--- config.mk ---
export PLATFORM = sky130hd
export DESIGN_NAME = smoothed_hysteresis_region_detector_core
export DESIGN_NICKNAME = d
export VERILOG_FILES = /design/src/shrd_pkg.sv /design/src/smoothed_hysteresis_region_detector_core.sv /design/src/shrd_track.sv /design/src/shrd_rsp_queue.sv
export SDC_FILE = /design/constraint.sdc
export NUM_CORES = 1
export LEC_CHECK = 0
export BUFFER_PORTS_ARGS = -buffer_cell sky130_fd_sc_hd__buf_2
export CAP_MARGIN = 20
export CELL_PAD_IN_SITES_DETAIL_PLACEMENT = 1
export CELL_PAD_IN_SITES_GLOBAL_PLACEMENT = 1
export CORE_ASPECT_RATIO = 0.75
export CORE_MARGIN = 2
export CORE_UTILIZATION = 50
export CTS_BUF_LIST = sky130_fd_sc_hd__clkbuf_4 sky130_fd_sc_hd__clkbuf_8
export DETAILED_ROUTE_END_ITERATION = 8
export GPL_ROUTABILITY_DRIVEN = 1
export GPL_TIMING_DRIVEN = 1
export MAX_ROUTING_LAYER = met4
export PLACE_DENSITY_LB_ADDON = 0.1
export SLEW_MARGIN = 20
export SYNTH_ARGS = -nofsm -noshare
export SYNTH_HDL_FRONTEND = slang
export SYNTH_SLANG_ARGS = --single-unit
--- constraint.sdc ---
create_clock -name clock -period 19.6 [get_ports clock]
set_input_delay 3.92 -clock clock [delete_from_list [all_inputs] [get_ports clock]]
set_output_delay 3.92 -clock clock [all_outputs]
set_load 0.01 [all_outputs]
--- src/shrd_pkg.sv ---
// Shared types and constants for the smoothed hysteresis region detector.
`timescale 1ns / 1ps
`default_nettype none

package shrd_pkg;

   localparam int SAMPLE_BITS = 16;
   localparam int THR_W       = 16;
   localparam int WIDTH_W     = 17;
   localparam int IDX_W       = 16;
   localparam int CSR_DATA_W  = 17;
   localparam int MAX_LEN_DEF = 65536;
   localparam int Q_DEPTH     = 2;

   localparam logic [WIDTH_W-1:0] MIN_WIDTH_RST = 17'd1;
   localparam logic [WIDTH_W-1:0] MAX_WIDTH_RST = 17'h10000;

   typedef enum logic [1:0] {
      CSR_HIGH_THR  = 2'd0,
      CSR_LOW_THR   = 2'd1,
      CSR_MIN_WIDTH = 2'd2,
      CSR_MAX_WIDTH = 2'd3
   } csr_addr_type;

   typedef struct packed {
      logic signed [SAMPLE_BITS-1:0] sample;
      logic                          last_sample;
   } req_type;

   typedef struct packed {
      logic [IDX_W-1:0] start_index;
      logic [IDX_W-1:0] end_index;
      logic             final_report;
   } rsp_type;

   typedef struct packed {
      logic signed [THR_W-1:0] high_thr;
      logic signed [THR_W-1:0] low_thr;
      logic [WIDTH_W-1:0]      min_width;
      logic [WIDTH_W-1:0]      max_width;
   } cfg_type;

   // Up to two reports produced by one sample, in delivery order.
   typedef struct packed {
      logic [1:0] count;
      rsp_type    r0;
      rsp_type    r1;
   } pair_type;

endpackage

`default_nettype wire

--- src/smoothed_hysteresis_region_detector_core.sv ---
// Top level of the smoothed hysteresis region detector.
// The input register holds an accepted sample beat until the result queue has space for
// a full pair; its reports are then registered in the queue, which drives rsp_valid.
// Throughput: one sample per cycle while the result queue has space; a sample
// that closes two regions needs two rsp beats, and the two-pair result queue
// absorbs such bursts. Reset (synchronous, active high) clears the stream state
// and the queue and returns the thresholds to zero, min_width to 1 and max_width to 65536.
`timescale 1ns / 1ps
`default_nettype none

module smoothed_hysteresis_region_detector_core import shrd_pkg::*; #(
   parameter int MAX_LEN = MAX_LEN_DEF
) (
   input  wire logic                   clock,
   input  wire logic                   reset,
   input  wire logic                   req_valid,
   output logic                        req_stall,
   input  wire req_type                req_payload,
   output logic                        rsp_valid,
   input  wire logic                   rsp_stall,
   output rsp_type                     rsp_payload,
   input  wire logic                   csr_valid,
   output logic                        csr_ready,
   input  wire csr_addr_type           csr_addr,
   input  wire logic [CSR_DATA_W-1:0]  csr_wdata
);

   // Configuration registers. User writes them only while idle; the block does not check.
   cfg_type  cfg_ff, cfg_in;

   // Input register: one sample beat waiting for the tracking logic.
   logic     in_valid_ff, in_valid_in;
   req_type  in_data_ff;

   logic     accept;
   logic     fire;
   logic     space;
   pair_type pair;

   assign csr_ready = 1'b1;

   always_comb begin
      cfg_in = cfg_ff;
      if (csr_valid && csr_ready) begin
         unique case (csr_addr)
            CSR_HIGH_THR:  cfg_in.high_thr  = csr_wdata[THR_W-1:0];
            CSR_LOW_THR:   cfg_in.low_thr   = csr_wdata[THR_W-1:0];
            CSR_MIN_WIDTH: cfg_in.min_width = csr_wdata[WIDTH_W-1:0];
            CSR_MAX_WIDTH: cfg_in.max_width = csr_wdata[WIDTH_W-1:0];
         endcase
      end
   end

   // The held sample moves on whenever the result queue can take a full pair,
   // so a new beat is taken in the same cycle the held one is processed.
   assign fire      = in_valid_ff && space;
   assign req_stall = in_valid_ff && !fire;
   assign accept    = req_valid && !req_stall;

   always_comb begin
      in_valid_in = in_valid_ff;
      if (accept) begin
         in_valid_in = 1'b1;
      end else if (fire) begin
         in_valid_in = 1'b0;
      end
   end

   always_ff @(posedge clock) begin
      if (reset) begin
         cfg_ff.high_thr  <= '0;
         cfg_ff.low_thr   <= '0;
         cfg_ff.min_width <= MIN_WIDTH_RST;
         cfg_ff.max_width <= MAX_WIDTH_RST;
         in_valid_ff      <= 1'b0;
      end else begin
         cfg_ff      <= cfg_in;
         in_valid_ff <= in_valid_in;
      end
   end

   always_ff @(posedge clock) begin
      if (accept) begin
         in_data_ff <= req_payload;
      end
   end

   // Smoothing and run tracking: all stream state lives here and advances once
   // per processed sample.
   shrd_track #(
      .MAX_LEN (MAX_LEN)
   ) u_track (
      .clock (clock),
      .reset (reset),
      .fire  (fire),
      .item  (in_data_ff),
      .cfg   (cfg_ff),
      .pair  (pair)
   );

   // Samples that produce no report leave nothing in the queue.
   shrd_rsp_queue u_rsp_queue (
      .clock       (clock),
      .reset       (reset),
      .push        (fire && (pair.count != 2'd0)),
      .push_pair   (pair),
      .space       (space),
      .rsp_valid   (rsp_valid),
      .rsp_stall   (rsp_stall),
      .rsp_payload (rsp_payload)
   );

endmodule

`default_nettype wire

--- src/shrd_track.sv ---
// Smoothing, threshold compare and run tracking for one sample per cycle while fire is high.
`timescale 1ns / 1ps
`default_nettype none

module shrd_track import shrd_pkg::*; #(
   parameter int MAX_LEN = MAX_LEN_DEF
) (
   input  wire logic     clock,
   input  wire logic     reset,
   input  wire logic     fire,
   input  wire req_type  item,
   input  wire cfg_type  cfg,
   output pair_type      pair
);

   localparam int CNT_W = $clog2(MAX_LEN + 1);
   localparam int SUM_W = SAMPLE_BITS + 2;
   localparam int CMP_W = (CNT_W > WIDTH_W) ? CNT_W : WIDTH_W;

   typedef struct packed {
      logic             open;
      logic             qual;
      logic [CNT_W-1:0] start;
   } run_type;

   typedef struct packed {
      run_type          run;
      logic             emit;
      logic [CNT_W-1:0] e_start;
      logic [CNT_W-1:0] e_end;
   } proc_type;

   logic signed [SAMPLE_BITS-1:0] prev_ff, prev_in;
   logic signed [SAMPLE_BITS-1:0] prev2_ff, prev2_in;
   logic [CNT_W-1:0]              count_ff, count_in;
   run_type                       run_ff, run_in;

   function automatic logic signed [SUM_W-1:0] sext_s(input logic signed [SAMPLE_BITS-1:0] v);
      return {{(SUM_W-SAMPLE_BITS){v[SAMPLE_BITS-1]}}, v};
   endfunction

   // Threshold times the tap count, so the average is never divided out.
   function automatic logic signed [SUM_W-1:0] scaled(input logic signed [THR_W-1:0] t,
                                                      input logic [1:0] taps);
      logic signed [SUM_W-1:0] te;
      te = {{(SUM_W-THR_W){t[THR_W-1]}}, t};
      if (taps == 2'd1) begin
         return te;
      end else if (taps == 2'd2) begin
         return te <<< 1;
      end else begin
         return te + (te <<< 1);
      end
   endfunction

   function automatic proc_type process(input run_type st, input logic [CNT_W-1:0] idx,
                                        input logic signed [SUM_W-1:0] sum,
                                        input logic [1:0] taps, input cfg_type c);
      proc_type                r;
      logic signed [THR_W-1:0] low_eff;
      logic                    above_low;
      logic                    above_high;
      low_eff    = (c.low_thr < c.high_thr) ? c.low_thr : c.high_thr;
      above_low  = sum > scaled(low_eff, taps);
      above_high = sum > scaled(c.high_thr, taps);
      r.run     = st;
      r.emit    = 1'b0;
      r.e_start = st.start;
      r.e_end   = idx - CNT_W'(1);
      if (above_low) begin
         if (!st.open) begin
            r.run.open  = 1'b1;
            r.run.start = idx;
            r.run.qual  = 1'b0;
         end
         if (above_high) begin
            r.run.qual = 1'b1;
         end
      end else if (st.open) begin
         r.emit     = st.qual;
         r.run.open = 1'b0;
         r.run.qual = 1'b0;
      end
      return r;
   endfunction

   function automatic logic width_ok(input logic [CNT_W-1:0] s, input logic [CNT_W-1:0] e,
                                     input cfg_type c);
      logic [CNT_W-1:0] w;
      logic [CMP_W-1:0] we;
      w  = e - s + CNT_W'(1);
      we = CMP_W'(w);
      return (we >= CMP_W'(c.min_width)) && (we <= CMP_W'(c.max_width));
   endfunction

   // Step A: the new sample completes the smoothed value one index back.
   // Step B: the last flag completes the final index and closes the set.
   always_comb begin
      logic                          kept;
      logic signed [SUM_W-1:0]       x_e;
      proc_type                      pa;
      proc_type                      pb;
      run_type                       run_a;
      logic [CNT_W-1:0]              c;
      logic signed [SAMPLE_BITS-1:0] p_a;
      logic signed [SAMPLE_BITS-1:0] pp_a;
      logic                          e1;
      logic                          e2;
      logic [CNT_W-1:0]              b_start;
      logic [CNT_W-1:0]              b_end;

      kept  = count_ff < CNT_W'(MAX_LEN);
      x_e   = sext_s(item.sample);
      pa    = '0;
      pb    = '0;
      run_a = run_ff;
      c     = count_ff;
      p_a   = prev_ff;
      pp_a  = prev2_ff;

      if (kept) begin
         if (count_ff >= CNT_W'(2)) begin
            pa = process(run_ff, count_ff - CNT_W'(1),
                         sext_s(prev2_ff) + sext_s(prev_ff) + x_e, 2'd3, cfg);
            run_a = pa.run;
         end else if (count_ff == CNT_W'(1)) begin
            pa = process(run_ff, '0, sext_s(prev_ff) + x_e, 2'd2, cfg);
            run_a = pa.run;
         end
         pp_a = prev_ff;
         p_a  = item.sample;
         c    = count_ff + CNT_W'(1);
      end

      e1      = pa.emit && width_ok(pa.e_start, pa.e_end, cfg);
      e2      = 1'b0;
      b_start = '0;
      b_end   = '0;

      prev_in  = p_a;
      prev2_in = pp_a;
      count_in = c;
      run_in   = run_a;

      if (item.last_sample) begin
         if (c >= CNT_W'(2)) begin
            pb = process(run_a, c - CNT_W'(1), sext_s(pp_a) + sext_s(p_a), 2'd2, cfg);
         end else if (c == CNT_W'(1)) begin
            pb = process(run_a, '0, sext_s(p_a), 2'd1, cfg);
         end else begin
            pb.run = run_a;
         end
         if (pb.emit) begin
            b_start = pb.e_start;
            b_end   = pb.e_end;
            e2      = width_ok(b_start, b_end, cfg);
         end else if ((c != '0) && pb.run.open && pb.run.qual) begin
            // A run still open at the end of the set closes at the last index.
            b_start = pb.run.start;
            b_end   = c - CNT_W'(1);
            e2      = width_ok(b_start, b_end, cfg);
         end
         prev_in  = '0;
         prev2_in = '0;
         count_in = '0;
         run_in   = '0;
      end

      pair = '0;
      if (e1) begin
         pair.r0.start_index  = IDX_W'(pa.e_start);
         pair.r0.end_index    = IDX_W'(pa.e_end);
         pair.r0.final_report = !e2;
         pair.r1.start_index  = IDX_W'(b_start);
         pair.r1.end_index    = IDX_W'(b_end);
         pair.r1.final_report = 1'b1;
         pair.count           = e2 ? 2'd2 : 2'd1;
      end else if (e2) begin
         pair.r0.start_index  = IDX_W'(b_start);
         pair.r0.end_index    = IDX_W'(b_end);
         pair.r0.final_report = 1'b1;
         pair.count           = 2'd1;
      end
   end

   always_ff @(posedge clock) begin
      if (reset) begin
         prev_ff  <= '0;
         prev2_ff <= '0;
         count_ff <= '0;
         run_ff   <= '0;
      end else if (fire) begin
         prev_ff  <= prev_in;
         prev2_ff <= prev2_in;
         count_ff <= count_in;
         run_ff   <= run_in;
      end
   end

endmodule

`default_nettype wire

--- src/shrd_rsp_queue.sv ---
// Result queue holding report pairs and sending them out one beat at a time.
`timescale 1ns / 1ps
`default_nettype none

module shrd_rsp_queue import shrd_pkg::*; (
   input  wire logic     clock,
   input  wire logic     reset,
   input  wire logic     push,
   input  wire pair_type push_pair,
   output logic          space,
   output logic          rsp_valid,
   input  wire logic     rsp_stall,
   output rsp_type       rsp_payload
);

   localparam int PTR_W = (Q_DEPTH > 1) ? $clog2(Q_DEPTH) : 1;
   localparam int CNT_W = $clog2(Q_DEPTH + 1);

   pair_type         slot_ff [Q_DEPTH];
   logic [PTR_W-1:0] wr_ptr_ff, wr_ptr_in;
   logic [PTR_W-1:0] rd_ptr_ff, rd_ptr_in;
   logic [CNT_W-1:0] count_ff, count_in;
   logic             sub_ff, sub_in;
   logic             pop;
   logic             pop_entry;
   pair_type         head;

   function automatic logic [PTR_W-1:0] bump(input logic [PTR_W-1:0] p);
      return (p == PTR_W'(Q_DEPTH - 1)) ? '0 : p + PTR_W'(1);
   endfunction

   assign head        = slot_ff[rd_ptr_ff];
   assign rsp_valid   = count_ff != '0;
   assign rsp_payload = sub_ff ? head.r1 : head.r0;
   assign pop         = rsp_valid && !rsp_stall;
   assign pop_entry   = pop && rsp_payload.final_report;
   assign space       = (count_ff < CNT_W'(Q_DEPTH)) || pop_entry;

   always_comb begin
      wr_ptr_in = push ? bump(wr_ptr_ff) : wr_ptr_ff;
      rd_ptr_in = pop_entry ? bump(rd_ptr_ff) : rd_ptr_ff;
      count_in  = count_ff;
      if (push && !pop_entry) begin
         count_in = count_ff + CNT_W'(1);
      end else if (!push && pop_entry) begin
         count_in = count_ff - CNT_W'(1);
      end
      sub_in = pop_entry ? 1'b0 : (pop ? 1'b1 : sub_ff);
   end

   always_ff @(posedge clock) begin
      if (push) begin
         slot_ff[wr_ptr_ff] <= push_pair;
      end
   end

   always_ff @(posedge clock) begin
      if (reset) begin
         wr_ptr_ff <= '0;
         rd_ptr_ff <= '0;
         count_ff  <= '0;
         sub_ff    <= 1'b0;
      end else begin
         wr_ptr_ff <= wr_ptr_in;
         rd_ptr_ff <= rd_ptr_in;
         count_ff  <= count_in;
         sub_ff    <= sub_in;
      end
   end

endmodule

`default_nettype wire
======== After elaboration in Yosys (flattened, before gate mapping) ========
Memory sizes are Yosys's and may differ from the RTL's. A register that Yosys moved wholly into a read port is not among the register bits.
Cells that the tools add are included.
storage, ports and cells
  bits in registers ....................... 157
  latch bits .............................. 0
  bits in writable memories ............... 136
  bits in read-only memories .............. 0
  input port bits ......................... 41
  output and inout bits ................... 36
  word-level logic and storage cells ...... 181
  memories ................................ 1
memories
  memory               depth  width  read ports  clocked after memory_dff  write ports  line                  text
  u_rsp_queue.slot_ff  2      68     1           1                         1            shrd_rsp_queue.sv:19  pair_type slot_ff [Q_DEPTH];
cells by class
  add/sub/neg operators ................... 21
  $mul .................................... 0
  div/mod/pow operators ................... 0
  magnitude comparators ................... 19
  eq/ne operators ......................... 5
  shift-type cells ........................ 0
  muxes and demuxes ....................... 86
  bitwise operators ....................... 0
  reductions and logical operators ........ 32
operators by type and width
  cell                                                                number
  2-to-1 mux 18 bit                                                   24
  2-to-1 mux 16 bit                                                   11
  2-to-1 mux 35 bit                                                   5
  > comparator 18 bit                                                 6
  2-to-1 mux 54 bit                                                   2
  2-to-1 mux 17 bit                                                   6
  2-to-1 mux 19 bit                                                   5
  adder 17 x 1 -> 17 bit, second input constant                       4
  subtractor 17 x 1 -> 17 bit, second input constant                  4
  2-to-1 mux 33 bit                                                   2
  adder 16 x 16 -> 17 bit                                             3
  greater-or-equal comparator 17 bit                                  3
  less-or-equal comparator 17 bit                                     3
  subtractor 17 bit                                                   3
  adder 16 x 17 -> 18 bit                                             2
  > comparator 16 x 18 -> 1 bit                                       2
  == test 17 x 1 -> 1 bit, second input constant                      2
  greater-or-equal comparator 17 x 2 -> 1 bit, second input constant  2
  2-to-1 mux 34 bit                                                   1
  2-to-1 mux 1 bit                                                    23
  adder 17 x 16 -> 18 bit                                             1
  < comparator 17 bit, second input constant                          1
  nonzero test 17 bit                                                 1
  < comparator 16 bit                                                 1
  other kinds (14)                                                    46

======== Depth between registers and ports, before layout ========
Gate-level depths: netlist of run 1.
  depth after elaboration ................. 31
  depth in mapped cells ................... 68
  gate-level depth less buffers ........... 63

======== Cells and area by module ========
A second synthesis of run 1 with hierarchy kept.
unflattened totals
  cell total of the unflattened synthesis .. 2912
  area total of the unflattened synthesis .. 26907.1 sq um
by module, submodules not included
  module                                    times used  cells each  area each (sq um)  sequential area each (sq um)
  shrd_track                                1           2443        18659.1            1361.3
  shrd_rsp_queue                            1           204         5034.8             4083.9
  smoothed_hysteresis_region_detector_core  1           265         3213.1             1851.8

======== Worst setup path after synthesis of run 1 ========
No wires, ideal clock.
  path kind ............................... register to register
  start ................................... register cfg_ff[65] (netlist name)
  end ..................................... memory u_rsp_queue.slot_ff[0][0] (netlist name) (enable)
  arrival time ............................ 16283 ps
  required time ........................... 19028 ps
  slack ................................... 2745 ps
  cell stages (with the launch flop) ...... 61
  buffers on the path ..................... 4
  period minus slack after synthesis ...... 16855 ps
  cells stage by stage .................... dfxtp_1 -> inv_1 -> ha_1 -> buf_2 -> nand4_1 -> a311oi_1 -> a41oi_1 -> buf_2 -> and3_1 -> nor2_1 -> clkbuf_1 -> mux2_2 -> ha_1 -> fa_1 -> a21oi_1 -> inv_1 -> a31oi_1 -> o21ai_0 -> [... 25 more ...] -> a21boi_0 -> o21ai_0 -> a21boi_0 -> o21ai_0 -> a21boi_0 -> o21ai_0 -> or4b_2 -> o211ai_1 -> ha_1 -> a21o_1 -> a21oi_1 -> o21ai_0 -> a2111oi_0 -> o22ai_1 -> a311oi_2 -> nor2_1 -> ha_1 -> nor3_1
on the way
  longest elaborated chain between the ends .. 28
  elaborated cells on any way between the ends .. 85
  those cells by class .................... add/sub: 6; order compare: 13; mux: 59; reduce/logical: 7
ends and longest elaborated chain
  what                                                              line                                             text
  from (decl)                                                       smoothed_hysteresis_region_detector_core.sv:29   cfg_type cfg_ff, cfg_in;
  from (signal assigned)                                            smoothed_hysteresis_region_detector_core.sv:77   cfg_ff <= cfg_in;
  branches (longest 23 deep; another with adder 16 x 17 -> 18 bit)  -
  2-to-1 mux 35 bit (*)                                             shrd_track.sv:170                                if (e1) begin
  nonzero test 2 bit (*)                                            smoothed_hysteresis_region_detector_core.sv:105  .push (fire && (pair.count != 2'd0)),
  logical AND 1 bit (*)                                             smoothed_hysteresis_region_detector_core.sv:105
  2-to-1 mux 1 bit (*)                                              shrd_rsp_queue.sv:52                             if (push) begin
  2-to-1 mux 1 bit (not written as such) (*)                        shrd_rsp_queue.sv:53                             slot_ff[wr_ptr_ff] <= push_pair;
  to (decl)                                                         shrd_rsp_queue.sv:19
Every way passes the cells marked *. The select of a mux whose other input is x is not followed.

======== Final worst setup path of run 1 ========
  start ................................... register cfg_ff[51] (netlist name)
  end ..................................... memory u_rsp_queue.slot_ff[1][39] (netlist name) (enable)
Same word-level chain as after synthesis.

==> results of run 1 <==
-- cell usage after synthesis, types with 27 or more instances --
| master | instances |
|---|---|
| mux2_2 | 47 |
| dfxtp_1 | 141 |
| o21bai_1 | 27 |
| edfxtp_1 | 149 |
| nand3_1 | 69 |
| o21ai_0 | 100 |
| o21a_1 | 67 |
| nor2_1 | 241 |
| a21o_1 | 81 |
| a211oi_1 | 35 |
| a31oi_1 | 41 |
| xnor2_1 | 112 |
| a21oi_1 | 256 |
| nand2_1 | 261 |
| o2bb2ai_1 | 30 |
| clkbuf_1 | 95 |
| ha_1 | 426 |
| nor3_1 | 61 |
| inv_1 | 150 |
| and2_1 | 48 |
| nor2b_1 | 36 |
| a22oi_1 | 34 |
| mux4_2 | 33 |
| xor2_1 | 56 |
| nand4_1 | 52 |
-- area by class of cell --
type	instances	area (µm²)	area share, %
clock buffers	76	927	3.25
diodes	1	2.50	0.00876
clock inverters	18	105	0.368
flip-flops and latches	290	7300	25.6
inverters	153	574	2.01
well taps	712	891	3.12
multi-input cells	2389	18200	63.8
repair buffers	98	551	1.93
-- layout by cell type (no fill, tap or decap), types with 67 or more instances in the layout --
cell type / instances
xnor2_1: 112
a21oi_1: 256
nand3_1: 68
nor2_1: 237
o21ai_0: 99
ha_1: 426
o21a_1: 67
inv_1: 150
edfxtp_1: 149
buf_2: 74
nand2_1: 260
dfxtp_1: 139
a21o_1: 81
-- cells by family after synthesis --
kind of cell / Yosys count / synth area share (%)
AO/OA/AOI/OAI: 782 / 19.2
adder cells (fa/ha/maj): 450 / 21.9
multiplexers: 90 / 5.17
XOR/XNOR: 171 / 5.80
flip-flops: 290 / 27.5
other: 1 / 0.0141
buffers and inverters: 275 / 4.12
AND/OR/NAND/NOR: 895 / 16.3
-- metrics by stage --
| step | hold slack, ns | setup slack (ns) | cell area, µm² | utilization [%] | cells |
|---|---|---|---|---|---|
| after floorplan | 0.436 | 2.74 | 26500 | - | 2954 |
| after global placement | 0.445 | 3.61 | 27500 | 52.2 | 3642 |
| after detailed placement | 0.452 | 2.91 | 27500 | 52.2 | 3642 |
| after CTS | 0.462 | 2.85 | 28500 | 54.2 | 3736 |
| after global routing | 0.484 | 0.974 | 28500 | 54.2 | 3736 |
| final | 0.457 | 2.25 | 28600 | 54.2 | 3737 |
-- registers in the layout (all words and copies together), names as in the netlist, named ones only --
signal                 flops
u_track.prev2_ff          16
u_rsp_queue.rd_ptr_ff      1
u_rsp_queue.count_ff       2
u_track.prev_ff           16
u_rsp_queue.sub_ff         1
cfg_ff                    66
in_valid_ff                1
u_track.run_ff            19
in_data_ff                17
u_rsp_queue.wr_ptr_ff      1
u_track.count_ff          17
u_rsp_queue.slot_ff      132
-- routing by layer --
layer	GRT usage [%]	up-vias	share of wire, %
met4	6.27	0	1.6
met1	54.3	12200	49
met2	50.2	895	40
met5	-	-	0
li1	-	11000	-
met3	8.22	103	9.6
-- worst max-delay path: cells and delay by family (launching register included) --
kind | cells | cell delay (ns)
compound gates | 30 | 8.99
xor+xnor | 2 | 0.38
fa+ha+maj | 8 | 2.50
buf+inv | 4 | 1.28
flops | 1 | 0.44
mux | 1 | 0.46
simple gates | 9 | 2.81
-- worst paths after layout --
check | cells past startpoint | endpoint | slack, ns | startpoint
min | 2 | cfg_ff[33] | 0.46 | cfg_ff[33]
max reg2reg | 54 | u_rsp_queue.slot_ff[1][39] | 2.25 | cfg_ff[51]
max | 54 | u_rsp_queue.slot_ff[1][39] | 2.25 | cfg_ff[51]
min reg2reg | 2 | cfg_ff[33] | 0.46 | cfg_ff[33]
-- report_power, final --
group / internal (µW) / leakage (µW) / switching [µW]
Combinational: 562 / 0.00850 / 888
Sequential: 658 / 0.00244 / 16.6
Clock: 305 / 0.000553 / 274
Total: 1530 / 0.0115 / 1180
==> run_results.csv, run 1 <==
group,metric,value,unit
run_status,outcome,"finished, final reports clean",
timing,grt_setup_unrepaired,"no",
routing,drc,0,
timing,hold_viol,0,
yosys,yosysUniqueCellTypes,95,
worst_setup_path,critical_path_class,"flip-flop to flip-flop",
placement,portBuffers,75,
routing,ant_nets,0,
worst_setup_path,crit_top_cell,"ha_1",
global_route,grt_pass1_vias,24300,
worst_setup_path,worst_path_max_delay_cell,"a2111oi_0",
power_and_ir_drop,power_density,94.7,mW/mm²
clock_network,ctsHoldBuffers,0,
finish,syn2layout_area_growth,7.65,%
yosys,syn_inst,2954,
global_route,grt_max_degree,77,
finish,drive_above_1_share,10.3,%
timing,slew_headroom,14.6,%
worst_setup_path,cp.required,19.85,ns
yosys,ys_seq_elements,290,
global_route,grt.total_usage,36.4,%
global_route,grt_first_pass_wirelength,148,mm
die,ioPinCount,77,
routing,num_vias,24100,
global_route,grt_overflow_total,0,
timing,post-route-period-util,88.5,%
clock_network,ctsResizeCount,0,
worst_setup_path,cp_data_arrival_time,17.60,ns
finish,fillers,6190,
finish,nets,3473,
clock_network,worstSkewPairLatency,0.65,ns
routing,drt-pass1-iter-count,5,
worst_setup_path,critPathMaxStageDelay,0.93,ns
timing,final.setup.tns,0,ns
die,die_area,0.0549,mm²
routing,wire_per_inst,26.4,µm
clock_network,cts.clk_slew.worst_paths,0.07,ns
worst_setup_path,start_kind,"flip-flop",
die,die_x,270,µm
clock_network,clock_sinks,290,
clock_network,cts_buffers,50,
die,die_h,203,µm
job,cap_violations,0,
clock_network,postCtsSetupBuffers,0,
power_and_ir_drop,leakagePower,0.0115,µW
yosys,syn-num-nets,3445,
die,initial_core_util,50.3,%
clock_network,cts_max_level,2,
yosys,syn-cell-area,0.0265,mm²
yosys,synth_edf_count,149,
yosys,synth_top_area_share,20.1,%
yosys,synth_top_area_cell,"ha_1",
timing,period_minus_slack,17.35,ns
timing,finalClockSkew,0.0331,ns
die,rows,73,
placement,dp_hpwl,79.4,mm
clock_network,cts-root-buf,"clkbuf_8",
power_and_ir_drop,max-vdd-ir-drop,0.0887,mV
routing,vias_per_cell,6.46,
global_route,grt_antenna_before_repair,1,
worst_setup_path,endpoint_kind,"flip-flop",
die,core,0.0527,mm²
routing,drtIter0Drc,2179,
timing,setup_violations,0,
worst_hold_path,min-delay-path-class,"flip-flop to flip-flop",
timing,tightest_slew,1.27,ns
yosys,async_flop_share,0,%
timing,drv_slew,0,
clock_network,cts_tree,"done",
yosys,synth_area_per_cell,8.98,µm²
yosys,ys.flop_type,"edfxtp_1",
placement,place_congestion,0.980,
clock_network,clock_path_buffers,3,
power_and_ir_drop,power,2700,µW
yosys,yosys_warnings,0,
routing,wirelength,98.6,mm
timing,fmax,57.6,MHz
yosys,ys_seq_area_share,27.5,%
yosys,synthTopCellsByArea,"ha_1 (20%), edfxtp_1 (17%), dfxtp_1 (11%)",
worst_setup_path,crit_fanout,66,
No activity file was read; power rests on OpenSTA's default activity.
==> run 2: changes to the inputs <==
==> constraint.sdc (replaced) <==
create_clock -name clock -period 22.5 [get_ports clock]
set_input_delay 4.5 -clock clock [delete_from_list [all_inputs] [get_ports clock]]
set_output_delay 4.5 -clock clock [all_outputs]
set_load 0.01 [all_outputs]
==> run 2 against run 1 <==
Worst setup slack better by 2.6 ns. Clock skew rose by 0.014 ns. Via count about the same. Wire length about the same. Design area about the same. Clock power fell by 11%. Global-route usage is essentially flat. Critical path type unchanged. Largest cell class unchanged.
==> run_results.csv, run 2 (synthesis results as in run 1) <==
group,metric,value,unit
run_status,outcome,"finished, final reports clean",
global_route,grt_first_pass_wirelength,148,mm
clock_network,ctsResizeCount,0,
power_and_ir_drop,max-vdd-ir-drop,0.0620,mV
timing,slew_headroom,17.3,%
finish,final_cells,3731,
placement,portBuffers,75,
die,rows,73,
worst_setup_path,rrSetupSlack,4.83,ns
placement,placed_cells,3640,
clock_network,cts_buffers,50,
power_and_ir_drop,sw_frac_of_total,43.7,%
worst_hold_path,min_to,"cfg_ff[19]",
die,die_area,0.0549,mm²
power_and_ir_drop,internal_power,1330,µW
worst_setup_path,crit_top_cell,"o21ai_0",
worst_setup_path,worst_path_max_delay_cell,"a41oi_1",
timing,post-route-period-util,78.5,%
power_and_ir_drop,clockPowerShare,21.8,%
clock_network,clock_sinks,290,
power_and_ir_drop,combPwrFrac,53.3,%
timing,fin_ws,4.83,ns
clock_network,cts.clk_slew.worst_paths,0.07,ns
global_route,grt_pass1_vias,23900,
global_route,grt_overflow_total,0,
timing,period_minus_slack,17.67,ns
finish,fillers,6187,
clock_network,cts_tree,"done",
routing,drt-pass1-iter-count,5,
finish,syn2layout_area_growth,7.67,%
clock_network,ctsHoldBuffers,0,
finish,drive_above_1_share,10.2,%
worst_setup_path,r2r_end,"u_rsp_queue.slot_ff[1][44]",
clock_network,cts-root-buf,"clkbuf_8",
clock_network,clock_path_buffers,3,
worst_setup_path,cp_data_arrival_time,17.93,ns
finish,diodes,0,
power_and_ir_drop,switching_power,1030,µW
power_and_ir_drop,power,2360,µW
routing,wirelength,98.6,mm
worst_hold_path,min-delay-path-class,"flip-flop to flip-flop",
routing,vias_per_cell,6.47,
job,cap_violations,0,
global_route,grt_max_degree,86,
worst_setup_path,critical_path_class,"flip-flop to flip-flop",
worst_setup_path,reg2reg_depth,58,
timing,tightest_slew,1.23,ns
worst_hold_path,hold_path_depth,2,
placement,dp_hpwl,79.5,mm
routing,drtIter0Drc,2081,
timing,setup_violations,0,
finish,most-common-layout-cells,"ha_1 (426), nand2_1 (260), a21oi_1 (256)",
die,core,0.0527,mm²
clock_network,cts_max_level,2,
global_route,grt.total_usage,36.3,%
routing,wire_per_inst,26.4,µm
timing,final.setup.tns,0,ns
worst_setup_path,endpoint_kind,"flip-flop",
worst_setup_path,crit_fanout,66,
routing,drc,0,
worst_hold_path,hp-start,"cfg_ff[19]",
power_and_ir_drop,seqPwrFrac,24.9,%
die,die_x,270,µm
timing,grt_setup_unrepaired,"no",
placement,place_congestion,0.984,
worst_setup_path,cp.required,22.75,ns
routing,ant_nets,0,
timing,drv_slew,0,
power_and_ir_drop,power_density,82.7,mW/mm²
timing,fmax,56.6,MHz
global_route,grt_antenna_before_repair,1,
finish,regMostFlops,"u_rsp_queue.slot_ff",
finish,final_common_cell,"ha_1",
routing,num_vias,24200,
timing,finalClockSkew,0.0471,ns
timing,hold_viol,0,
timing,hold_ws,0.457,ns
clock_network,postCtsSetupBuffers,0,
finish,nets,3471,
power_and_ir_drop,leakagePower,0.0115,µW
worst_setup_path,rr_startpoint,"cfg_ff[51]",
worst_setup_path,start_kind,"flip-flop",
clock_network,worstSkewPairLatency,0.67,ns
finish,largest_register_ffs,132,
finish,top_regs,"u_rsp_queue.slot_ff: 132 flops, cfg_ff: 66 flops, u_track.run_ff: 19 flops",
placement,post-place-ws,5.49,ns
die,die_h,203,µm
worst_setup_path,critPathMaxStageDelay,0.92,ns
die,ioPinCount,77,
die,initial_core_util,50.3,%
-- run 2: cell types whose count changed in the layout (fill, tap and decap cells not counted), moves of 2 or more --
cell	change
clkinv_8	+3
clkbuf_4	-4
inv_8	-2
buf_4	-2
bufinv_16	+2
clkbuf_8	-4
clkinv_2	+2
-- run 2: worst max-delay path by stage --
stage                     startpoint  cells past startpoint  slack [ns]                          to
after global placement    cfg_ff[51]                     58        6.47  u_rsp_queue.slot_ff[1][39]
final                     cfg_ff[51]                     58        4.83  u_rsp_queue.slot_ff[1][44]
after global routing      cfg_ff[51]                     58        4.13  u_rsp_queue.slot_ff[1][36]
after floorplan           cfg_ff[65]                     60        5.64   u_rsp_queue.slot_ff[0][0]
after detailed placement  cfg_ff[51]                     55        5.49  u_rsp_queue.slot_ff[1][36]
after CTS                 cfg_ff[51]                     55        5.43  u_rsp_queue.slot_ff[1][36]
-- run 2: layout make-up --
cell class / count / area, µm² / share of cell area [%]
multi-input cells: 2389 / 18200 / 63.8
clock buffers: 68 / 842 / 2.95
clock inverters: 23 / 201 / 0.705
flip-flops and latches: 290 / 7300 / 25.6
inverters: 153 / 574 / 2.01
repair buffers: 96 / 536 / 1.88
well taps: 712 / 891 / 3.12
-- run 2: power groups by stage --
stage               logic [µW]  registers (µW)  clock network (µW)
floorplan                  835             594                   0
global placement          1140             597                   0
detailed placement        1210             599                   0
CTS                       1220             587                 524
global route              1370             590                 546
finish                    1260             588                 515
-- run 2: routing by layer --
metal | vias up | track usage, % | wire length [µm]
li1 | 11000 | - | -
met1 | 12200 | 54.6 | 48300
met2 | 908 | 50.0 | 39600
met3 | 131 | 7.51 | 8940
met4 | 0 | 6.85 | 1720
met5 | - | - | 0
-- run 2: worst max-delay path, delay by kind of cell (launching register included) --
kind                       cells  cell delay [ns]
adders and majority gates      9             2.55
DFF                            1             0.44
muxes                          3             1.17
xor gates and xnor gates       1             0.19
AOI/OAI and AO/OA             30             8.55
and+or+nand+nor               10             2.97
buffers and inverters          5             1.30
-- run 2: through the flow --
stage,utilization [%],cell area (µm²)
6_report,54.2,28600
5_1_grt,54.2,28600
3_5_place_dp,52.2,27500
2_1_floorplan,-,26500
3_3_place_gp,52.2,27500
4_1_cts,54.1,28500
